$ cat src/rtl/lbhm_pkg.sv
// ---------------------------------------------------------------------------
// lbhm_pkg
// Shared types, register codes, reset values and helpers of the monitor.
// ---------------------------------------------------------------------------
package lbhm_pkg;

  localparam int WEIGHT_W = 18;
  localparam int LIMIT_W  = 17;
  localparam int GAIN_W   = 24;
  localparam int RAW_W    = 24;
  localparam int HOLD_W   = 6;
  localparam int CNT_W    = 7;
  localparam int CFG_IDX_W  = 3;
  localparam int CFG_DATA_W = 24;
  localparam int SUM_W    = 26;

  typedef enum logic [2:0] {
    PH_INIT = 3'd0,
    PH_IDLE = 3'd1,
    PH_OUT  = 3'd2,
    PH_IN   = 3'd3,
    PH_DONE = 3'd4
  } phase_t;

  // Configuration register indexes.
  localparam logic [CFG_IDX_W-1:0] CFG_SCALE_GAIN   = 3'd0;
  localparam logic [CFG_IDX_W-1:0] CFG_SCALE_OFFSET = 3'd1;
  localparam logic [CFG_IDX_W-1:0] CFG_BAND_LOWER   = 3'd2;
  localparam logic [CFG_IDX_W-1:0] CFG_BAND_UPPER   = 3'd3;
  localparam logic [CFG_IDX_W-1:0] CFG_EMPTY_LIMIT  = 3'd4;
  localparam logic [CFG_IDX_W-1:0] CFG_HOLD_SECONDS = 3'd5;

  // Register values after reset.
  localparam logic [GAIN_W-1:0]          GAIN_RST   = 24'd199582;
  localparam logic signed [WEIGHT_W-1:0] OFFSET_RST = 18'sd302;
  localparam logic [LIMIT_W-1:0]         LOWER_RST  = 17'd11520;
  localparam logic [LIMIT_W-1:0]         UPPER_RST  = 17'd16640;
  localparam logic [LIMIT_W-1:0]         EMPTY_RST  = 17'd768;
  localparam logic [HOLD_W-1:0]          HOLD_RST   = 6'd15;

  localparam logic signed [WEIGHT_W-1:0] W_MAX = 18'sd131071;
  localparam logic signed [WEIGHT_W-1:0] W_MIN = -18'sd131072;

  // Clamp a wide signed value into the 18-bit weight range.
  function automatic logic signed [WEIGHT_W-1:0] sat_weight(
      input logic signed [SUM_W-1:0] v);
    logic signed [WEIGHT_W-1:0] r;
    if (v > SUM_W'(W_MAX)) begin
      r = W_MAX;
    end else if (v < SUM_W'(W_MIN)) begin
      r = W_MIN;
    end else begin
      r = v[WEIGHT_W-1:0];
    end
    return r;
  endfunction

  // Signed weight is at least an unsigned limit.
  function automatic logic at_least(input logic signed [WEIGHT_W-1:0] w,
                                    input logic [LIMIT_W-1:0] lim);
    return !w[WEIGHT_W-1] && (w[LIMIT_W-1:0] >= lim);
  endfunction

endpackage

$ cat src/rtl/load_band_hold_monitor_core.sv
// ---------------------------------------------------------------------------
// load_band_hold_monitor_core
// Scales load-cell samples, tares at most once, and tracks a weight hold in a band.
// ---------------------------------------------------------------------------
// Usage: each input word carries one raw converter sample and a flag telling
// that one second has passed since the previous word. Every input word
// produces exactly one result word with the tared weight, the phase reached,
// the band flag, the remaining hold seconds and the countdown display flag.
// Both data channels use valid and stall; a word moves at a clock edge with
// valid high and stall low. Configuration registers are written through a
// separate valid/ready port that is always ready; the user must write them
// only while no word is in flight, since the block has no check for it.
// A word is captured in the input register, and its result is then loaded
// into the output register. One word per cycle is sustained while the
// receiver does not stall; the multiply, the saturations and the phase
// update all sit between those two registers.
// When the receiver stalls, the result holds in the output register and one
// more word may wait in the input register; only then is in_stall raised.
// Synchronous reset empties both registers, returns the phase to init, clears
// the tare and the countdown, arms the first-sample tare and restores every
// configuration register to its default.
// ---------------------------------------------------------------------------
module load_band_hold_monitor_core (
  input  logic clk,
  input  logic rst,
  // Input channel.
  input  logic                                 in_valid,
  output logic                                 in_stall,
  input  logic signed [lbhm_pkg::RAW_W-1:0]    raw_reading,
  input  logic                                 second_tick,
  // Result channel.
  output logic                                 out_valid,
  input  logic                                 out_stall,
  output logic signed [lbhm_pkg::WEIGHT_W-1:0] net_weight,
  output logic [2:0]                           phase,
  output logic                                 in_band,
  output logic [lbhm_pkg::HOLD_W-1:0]          seconds_left,
  output logic                                 countdown_shown,
  // Configuration write channel.
  input  logic                                 cfg_valid,
  output logic                                 cfg_ready,
  input  logic [lbhm_pkg::CFG_IDX_W-1:0]       cfg_index,
  input  logic [lbhm_pkg::CFG_DATA_W-1:0]      cfg_data
);

  // Configuration registers.
  logic [lbhm_pkg::GAIN_W-1:0]          scale_gain;
  logic signed [lbhm_pkg::WEIGHT_W-1:0] scale_offset;
  logic [lbhm_pkg::LIMIT_W-1:0]         band_lower;
  logic [lbhm_pkg::LIMIT_W-1:0]         band_upper;
  logic [lbhm_pkg::LIMIT_W-1:0]         empty_limit;
  logic [lbhm_pkg::HOLD_W-1:0]          hold_seconds;

  // Input register.
  logic                              in_full;
  logic signed [lbhm_pkg::RAW_W-1:0] in_raw;
  logic                              in_tick;

  // Monitor state.
  lbhm_pkg::phase_t                     phase_reg;
  lbhm_pkg::phase_t                     phase_next;
  logic signed [lbhm_pkg::WEIGHT_W-1:0] tare_value;
  logic signed [lbhm_pkg::WEIGHT_W-1:0] tare_next;
  logic                                 first_sample;
  logic signed [lbhm_pkg::CNT_W-1:0]    countdown;
  logic signed [lbhm_pkg::CNT_W-1:0]    countdown_next;
  logic                                 countdown_visible;
  logic                                 countdown_visible_next;

  // Datapath.
  logic                                 accept;
  logic                                 advance;
  logic signed [lbhm_pkg::WEIGHT_W-1:0] scaled;
  logic signed [lbhm_pkg::WEIGHT_W-1:0] weight;
  logic                                 band;
  logic                                 loaded;
  logic [lbhm_pkg::HOLD_W-1:0]          seconds_next;

  // The configuration port never holds off a write.
  assign cfg_ready = 1'b1;

  always_ff @(posedge clk) begin
    if (rst) begin
      scale_gain   <= lbhm_pkg::GAIN_RST;
      scale_offset <= lbhm_pkg::OFFSET_RST;
      band_lower   <= lbhm_pkg::LOWER_RST;
      band_upper   <= lbhm_pkg::UPPER_RST;
      empty_limit  <= lbhm_pkg::EMPTY_RST;
      hold_seconds <= lbhm_pkg::HOLD_RST;
    end else if (cfg_valid) begin
      case (cfg_index)
        lbhm_pkg::CFG_SCALE_GAIN:   scale_gain   <= cfg_data[lbhm_pkg::GAIN_W-1:0];
        lbhm_pkg::CFG_SCALE_OFFSET: scale_offset <= $signed(cfg_data[lbhm_pkg::WEIGHT_W-1:0]);
        lbhm_pkg::CFG_BAND_LOWER:   band_lower   <= cfg_data[lbhm_pkg::LIMIT_W-1:0];
        lbhm_pkg::CFG_BAND_UPPER:   band_upper   <= cfg_data[lbhm_pkg::LIMIT_W-1:0];
        lbhm_pkg::CFG_EMPTY_LIMIT:  empty_limit  <= cfg_data[lbhm_pkg::LIMIT_W-1:0];
        lbhm_pkg::CFG_HOLD_SECONDS: hold_seconds <= cfg_data[lbhm_pkg::HOLD_W-1:0];
        default: begin
          // Indexes past the register list are dropped.
        end
      endcase
    end
  end

  // The word in the input register moves on whenever the output register is
  // empty or is being emptied in this cycle. The input register accepts a new
  // word whenever it is empty or its word moves on.
  assign advance  = in_full && (!out_valid || !out_stall);
  assign in_stall = in_full && !advance;
  assign accept   = in_valid && !in_stall;

  always_ff @(posedge clk) begin
    if (rst) begin
      in_full <= 1'b0;
    end else if (accept) begin
      in_full <= 1'b1;
    end else if (advance) begin
      in_full <= 1'b0;
    end
  end

  always_ff @(posedge clk) begin
    if (accept) begin
      in_raw  <= raw_reading;
      in_tick <= second_tick;
    end
  end

  lbhm_scale u_scale (
    .raw_reading  (in_raw),
    .scale_gain   (scale_gain),
    .scale_offset (scale_offset),
    .scaled       (scaled)
  );

  // The first sample after reset becomes the tare if the tray looks empty,
  // and the same sample is already measured against that tare.
  always_comb begin
    tare_next = tare_value;
    if (first_sample && !lbhm_pkg::at_least(scaled, empty_limit)) begin
      tare_next = scaled;
    end
  end

  assign weight = lbhm_pkg::sat_weight(lbhm_pkg::SUM_W'(scaled) -
                                       lbhm_pkg::SUM_W'(tare_next));
  assign band   = lbhm_pkg::at_least(weight, band_lower) &&
                  !lbhm_pkg::at_least(weight, band_upper);
  assign loaded = lbhm_pkg::at_least(weight, empty_limit);

  // Phase transitions and countdown update.
  always_comb begin
    phase_next             = phase_reg;
    countdown_next         = countdown;
    countdown_visible_next = countdown_visible;
    case (phase_reg)
      lbhm_pkg::PH_INIT: begin
        phase_next = lbhm_pkg::PH_IDLE;
      end
      lbhm_pkg::PH_IDLE: begin
        if (loaded) begin
          phase_next = lbhm_pkg::PH_OUT;
        end
      end
      lbhm_pkg::PH_OUT: begin
        if (band) begin
          phase_next             = lbhm_pkg::PH_IN;
          countdown_next         = lbhm_pkg::CNT_W'(hold_seconds);
          countdown_visible_next = 1'b1;
        end else if (!loaded) begin
          phase_next = lbhm_pkg::PH_INIT;
        end
      end
      lbhm_pkg::PH_IN: begin
        if (!band) begin
          phase_next             = lbhm_pkg::PH_OUT;
          countdown_visible_next = 1'b0;
        end else begin
          // The count bottoms out at the most negative 7-bit value.
          if (in_tick && (countdown != {1'b1, {(lbhm_pkg::CNT_W-1){1'b0}}})) begin
            countdown_next = countdown - lbhm_pkg::CNT_W'(1);
          end
          if (countdown_next[lbhm_pkg::CNT_W-1]) begin
            phase_next = lbhm_pkg::PH_DONE;
          end
        end
      end
      lbhm_pkg::PH_DONE: begin
        if (!loaded) begin
          phase_next             = lbhm_pkg::PH_INIT;
          countdown_visible_next = 1'b0;
        end
      end
      default: begin
        phase_next = lbhm_pkg::PH_INIT;
      end
    endcase
  end

  // Result fields: the seconds are shown only while holding in range.
  always_comb begin
    seconds_next = '0;
    if ((phase_next == lbhm_pkg::PH_IN) && !countdown_next[lbhm_pkg::CNT_W-1]) begin
      seconds_next = countdown_next[lbhm_pkg::HOLD_W-1:0];
    end
  end

  always_ff @(posedge clk) begin
    if (rst) begin
      phase_reg         <= lbhm_pkg::PH_INIT;
      tare_value        <= '0;
      first_sample      <= 1'b1;
      countdown         <= '0;
      countdown_visible <= 1'b0;
    end else if (advance) begin
      phase_reg         <= phase_next;
      tare_value        <= tare_next;
      first_sample      <= 1'b0;
      countdown         <= countdown_next;
      countdown_visible <= countdown_visible_next;
    end
  end

  always_ff @(posedge clk) begin
    if (rst) begin
      out_valid <= 1'b0;
    end else if (advance) begin
      out_valid <= 1'b1;
    end else if (!out_stall) begin
      out_valid <= 1'b0;
    end
  end

  always_ff @(posedge clk) begin
    if (advance) begin
      net_weight      <= weight;
      phase           <= phase_next;
      in_band         <= band;
      seconds_left    <= seconds_next;
      countdown_shown <= countdown_visible_next;
    end
  end

endmodule

$ cat src/rtl/lbhm_scale.sv
// ---------------------------------------------------------------------------
// lbhm_scale
// Converts a raw converter sample to a saturated weight in 1/256 kg.
// ---------------------------------------------------------------------------
module lbhm_scale (
  input  logic signed [lbhm_pkg::RAW_W-1:0]    raw_reading,
  input  logic [lbhm_pkg::GAIN_W-1:0]          scale_gain,
  input  logic signed [lbhm_pkg::WEIGHT_W-1:0] scale_offset,
  output logic signed [lbhm_pkg::WEIGHT_W-1:0] scaled
);

  localparam int PROD_W = lbhm_pkg::RAW_W + lbhm_pkg::GAIN_W + 1;
  localparam int Q_W    = PROD_W - 24;

  logic signed [PROD_W-1:0] prod;
  logic signed [PROD_W-1:0] rounded;
  logic signed [Q_W-1:0]    q;
  logic signed [lbhm_pkg::SUM_W-1:0] sum;

  // Product is in 2^-24 of the weight unit; add one half and floor.
  assign prod    = PROD_W'(raw_reading) * $signed({1'b0, scale_gain});
  assign rounded = prod + PROD_W'(64'sd8388608);
  assign q       = rounded[PROD_W-1:24];
  assign sum     = lbhm_pkg::SUM_W'(q) + lbhm_pkg::SUM_W'(scale_offset);
  assign scaled  = lbhm_pkg::sat_weight(sum);

endmodule

$ cat config.mk
export PLATFORM = sky130hd
export DESIGN_NAME = load_band_hold_monitor_core
export DESIGN_NICKNAME = d
export VERILOG_FILES = /design/src/rtl/lbhm_pkg.sv /design/src/rtl/load_band_hold_monitor_core.sv /design/src/rtl/lbhm_scale.sv
export SDC_FILE = /design/constraint.sdc
export NUM_CORES = 2
export LEC_CHECK = 0
export ABC_AREA = 1
export BUFFER_PORTS_ARGS = -buffer_cell sky130_fd_sc_hd__buf_2
export CELL_PAD_IN_SITES_DETAIL_PLACEMENT = 0
export CELL_PAD_IN_SITES_GLOBAL_PLACEMENT = 2
export CORE_UTILIZATION = 42
export CTS_CLUSTER_DIAMETER = 200
export DETAILED_ROUTE_END_ITERATION = 7
export PLACE_DENSITY = 0.88
export SKIP_CTS_REPAIR_TIMING = 1
export SLEW_MARGIN = 0
export SYNTH_ARGS = -nofsm -noshare
export SYNTH_HDL_FRONTEND = slang
export SYNTH_SLANG_ARGS = --single-unit
$ cat constraint.sdc
create_clock -name clk -period 33.8 [get_ports clk]
set_input_delay 1.69 -clock clk [delete_from_list [all_inputs] [get_ports clk]]
set_output_delay 1.69 -clock clk [all_outputs]
set_load 0.1 [all_outputs]
==> reports/qor.json <==
{
  "outcome": {
    "status": "completed"
  },
  "cts": {
    "clkSinkCount": 185,
    "cts.root.buffer_cell": "sky130_fd_sc_hd__clkbuf_16",
    "cts-root-to-sink-buffers": 2,
    "clock_latency_ns": 0.50,
    "ctsHtreeMaxLevel": 4,
    "cts.clk_slew.worst_paths_ns": 0.09,
    "cts-buffers-inserted": 17,
    "tritoncts_clock_tree": "yes"
  },
  "global_routing": {
    "groute.usage.overall_pct": 25.4,
    "globalRoute.busiestLayer": "met2",
    "first_global_vias": 26500,
    "grt_overflow": 0,
    "gr-usage-met1_pct": 35.6,
    "met2_usage_pct": 42.8,
    "grt_max_degree": 74,
    "global_route_wire_length_before_repair_um": 151000,
    "initial_antenna_violation_count": 0,
    "use_met3_pct": 1.94
  },
  "detailed_routing": {
    "drt_iter0_drc": 1518,
    "route.vias.total": 25700,
    "route.detailed.vias_per_inst": 4.94,
    "drtAntennaViolNets": 0,
    "drt-total-wl_um": 93500,
    "drt_pre_antenna_iters": 5,
    "post_route_drc": 0,
    "wl_per_cell_um": 18.0
  },
  "cells_and_area": {
    "share_of_cells_above_drive_strength_1_pct": 5.77,
    "top_regs": "in_raw x24, scale_gain x24",
    "synthToLayoutAreaGrowth_pct": 6.36,
    "finalNetCount": 5071,
    "final_standard_cell_count_with_taps_included_and_fillers_excluded": 5201
  },
  "placement": {
    "port-buffer-count": 87,
    "place_inst": 5168,
    "finalWeightedCongestion": 0.940,
    "detailed_place_hpwl_um": 76000
  },
  "synthesis": {
    "synthSimpleGateAreaFrac_pct": 18.7,
    "synth.area.top_cells": "sky130_fd_sc_hd__fa_1 (31%), sky130_fd_sc_hd__inv_1 (13%), sky130_fd_sc_hd__ha_1 (12%), sky130_fd_sc_hd__nand2_1 (12%), sky130_fd_sc_hd__dfxtp_1 (8.3%)",
    "synth_top_family_by_area": "adder cells",
    "synth.avg_cell_area_um2": 7.47,
    "async_reset_ff_share_pct": 0,
    "synth_largest_area_cell": "sky130_fd_sc_hd__fa_1",
    "post_synth_fa_ha_maj_area_fraction_pct": 43.0,
    "yosysUniqueCellTypes": 53,
    "postSynthRegisterBits": 185,
    "synth_top_area_share_pct": 30.6,
    "synthXorXnorAreaFrac_pct": 1.83,
    "postSynthCellCount": 4227,
    "fraction_of_the_mapped_netlist_area_in_compound_gates_pct": 7.77,
    "warnings_synthesis": 0,
    "yosys_most_used_dff": "sky130_fd_sc_hd__dfxtp_1",
    "edff_count_synth": 54,
    "syn-num-nets": 5080,
    "synth_sequential_area_ratio_pct": 13.4,
    "synth.area.mux_share_pct": 0,
    "syn-cell-area_um2": 31600
  },
  "worst_setup_path": {
    "endpoint_kind": "flop",
    "timing.critical_path.mode_cell": "sky130_fd_sc_hd__nand2_1",
    "critical_path_arrival_ns": 16.40,
    "cp_num_buf_inv": 12,
    "worst_path_largest_cell_delay_ns": 1.06,
    "worst_ep_required_time_ns": 34.25,
    "timing.setup.critical_path_class": "reg2reg",
    "critical_path.startpoint_type": "flop",
    "peak_fanout_along_the_critical_path": 34,
    "worst_path_dominant_cell_family": "adder cells",
    "timing.critical_path.slowest_stage_cell": "sky130_fd_sc_hd__edfxtp_1"
  },
  "sta": {
    "maxClockFrequency_ghz": 0.0627,
    "timing.final.setup_violations": 0,
    "worst_slew_pin_slew_ns": 1.11,
    "timing.final.max_slew_violations": 0,
    "final.period_utilization_pct": 47.2,
    "hold_violation_total_from_the_final_report": 0,
    "timing.final.crit_period_ns": 15.95,
    "final.setup_skew_ns": 0.0257,
    "max-slew-margin-rel_pct": 26.3,
    "setup-tns-final_ns": 0,
    "setup_repair_after_global_routing_missed_its_margin": "false"
  },
  "worst_hold_path": {
    "hold_path.class": "reg2reg"
  },
  "floorplan": {
    "floorplan.die.height_um": 276,
    "initial_utilization_pct": 42.4,
    "placementRows": 100,
    "core_area_um2": 74400,
    "num_io_pins": 89,
    "die-area_um2": 76300,
    "chip_width_um": 276
  },
  "flow_run": {
    "maxCapViolCount": 0
  }
}
==> per-layer routing <==
| metal | part of all wire [%] | up-vias |
|---|---|---|
| met5 | 0 | - |
| met4 | 1.7 | 0 |
| met3 | 3.0 | 79 |
| met2 | 47 | 442 |
| met1 | 48 | 12600 |
| li1 | - | 12600 |
==> cells in the final DEF, fill, tap and decap left out, types with 3 or more instances in the layout <==
| master | count |
|---|---|
| sky130_fd_sc_hd__nor2_2 | 6 |
| sky130_fd_sc_hd__dfxtp_1 | 130 |
| sky130_fd_sc_hd__buf_2 | 87 |
| sky130_fd_sc_hd__fa_1 | 483 |
| sky130_fd_sc_hd__clkbuf_16 | 17 |
| sky130_fd_sc_hd__nand2_1 | 1005 |
| sky130_fd_sc_hd__nand4_1 | 42 |
| sky130_fd_sc_hd__or2_2 | 16 |
| sky130_fd_sc_hd__a21boi_0 | 3 |
| sky130_fd_sc_hd__edfxtp_1 | 54 |
| sky130_fd_sc_hd__inv_8 | 4 |
| sky130_fd_sc_hd__a21oi_2 | 10 |
| sky130_fd_sc_hd__a21o_1 | 11 |
| sky130_fd_sc_hd__o211ai_1 | 8 |
| sky130_fd_sc_hd__xor2_1 | 38 |
| sky130_fd_sc_hd__a211oi_1 | 4 |
| sky130_fd_sc_hd__o21bai_1 | 7 |
| sky130_fd_sc_hd__nor2_1 | 216 |
| sky130_fd_sc_hd__inv_12 | 5 |
| sky130_fd_sc_hd__nand3_1 | 105 |
| sky130_fd_sc_hd__o21ai_0 | 189 |
| sky130_fd_sc_hd__nor3_1 | 9 |
| sky130_fd_sc_hd__a31oi_1 | 17 |
| sky130_fd_sc_hd__buf_4 | 48 |
| sky130_fd_sc_hd__nand2_2 | 32 |
| sky130_fd_sc_hd__o21a_1 | 4 |
| sky130_fd_sc_hd__inv_2 | 3 |
| sky130_fd_sc_hd__nor4_1 | 9 |
| sky130_fd_sc_hd__a21oi_1 | 192 |
| sky130_fd_sc_hd__xnor2_1 | 25 |
| sky130_fd_sc_hd__clkinv_8 | 4 |
| sky130_fd_sc_hd__ha_1 | 313 |
| sky130_fd_sc_hd__inv_1 | 1105 |
==> final cells by class <==
type / count / area, um2
multi-input cells: 2767 / 22500
clock inverters: 15 / 204
well taps: 969 / 1210
diodes: 1 / 2.50
flip-flops and latches: 185 / 4250
fillers: 7614 / 40800
repair buffers: 135 / 796
inverters: 1112 / 4180
clock buffers: 17 / 425
==> path summary, 6_finish.rpt <==
check | slack [ns] | cells after the start | end | startpoint
max | 17.85 | 73 | phase_reg[0] | in_raw[13]
min | 0.47 | 2 | scale_gain[17] | scale_gain[17]
max reg2reg | 17.85 | 73 | phase_reg[0] | in_raw[13]
min reg2reg | 0.47 | 2 | scale_gain[17] | scale_gain[17]
==> synthesized netlist by cell type, types with 4 or more instances <==
master,count
sky130_fd_sc_hd__or2_2,16
sky130_fd_sc_hd__o211ai_1,8
sky130_fd_sc_hd__clkbuf_1,154
sky130_fd_sc_hd__ha_1,313
sky130_fd_sc_hd__a21oi_2,10
sky130_fd_sc_hd__nand2_1,1005
sky130_fd_sc_hd__o21a_1,4
sky130_fd_sc_hd__edfxtp_1,54
sky130_fd_sc_hd__nand2_2,32
sky130_fd_sc_hd__a21oi_1,192
sky130_fd_sc_hd__xor2_1,38
sky130_fd_sc_hd__buf_4,4
sky130_fd_sc_hd__inv_1,1107
sky130_fd_sc_hd__o21bai_1,7
sky130_fd_sc_hd__a21o_1,11
sky130_fd_sc_hd__xnor2_1,25
sky130_fd_sc_hd__nor3_1,9
sky130_fd_sc_hd__o21ai_0,189
sky130_fd_sc_hd__nor2_1,218
sky130_fd_sc_hd__nor4_1,9
sky130_fd_sc_hd__dfxtp_1,131
sky130_fd_sc_hd__a211oi_1,4
sky130_fd_sc_hd__nor2_2,5
sky130_fd_sc_hd__fa_1,483
sky130_fd_sc_hd__a31oi_1,17
sky130_fd_sc_hd__nand4_1,42
sky130_fd_sc_hd__nand3_1,105
==> worst register-to-register path: cells and delay by family, from the launching register on <==
family / cells / cell delay (ns)
DFF: 1 / 1.06
AOI/OAI and AO/OA: 15 / 3.29
buffers and inverters: 12 / 1.17
adders and majority gates: 12 / 5.44
xor gates and xnor gates: 2 / 0.26
and+or+nand+nor: 32 / 4.71
==> through the flow <==
stage / utilization (%) / area [um2] / setup slack, ns / hold WS, ns
final: 45.1 / 33600 / 17.85 / 0.465
after floorplan: - / 31600 / 20.80 / 0.429
after global routing: 45.1 / 33600 / 16.42 / 0.496
after detailed placement: 44.3 / 33000 / 18.02 / 0.446
after global placement: 44.3 / 33000 / 17.93 / 0.439
after CTS: 45.1 / 33600 / 17.94 / 0.467
==> logic make-up (layout without fill, tap and decap cells) <==
kind of cell	count (synthesis)	in the layout
simple gates	1452	1452
compound gates	454	454
fa+ha+maj	796	796
buf+inv	1275	1279
flops	185	185
other cells	1	2
xor+xnor	64	64
Power is left out: the tool's default activity adds up to more than one toggle a clock period on the data nets, which glitch-free logic cannot reach.
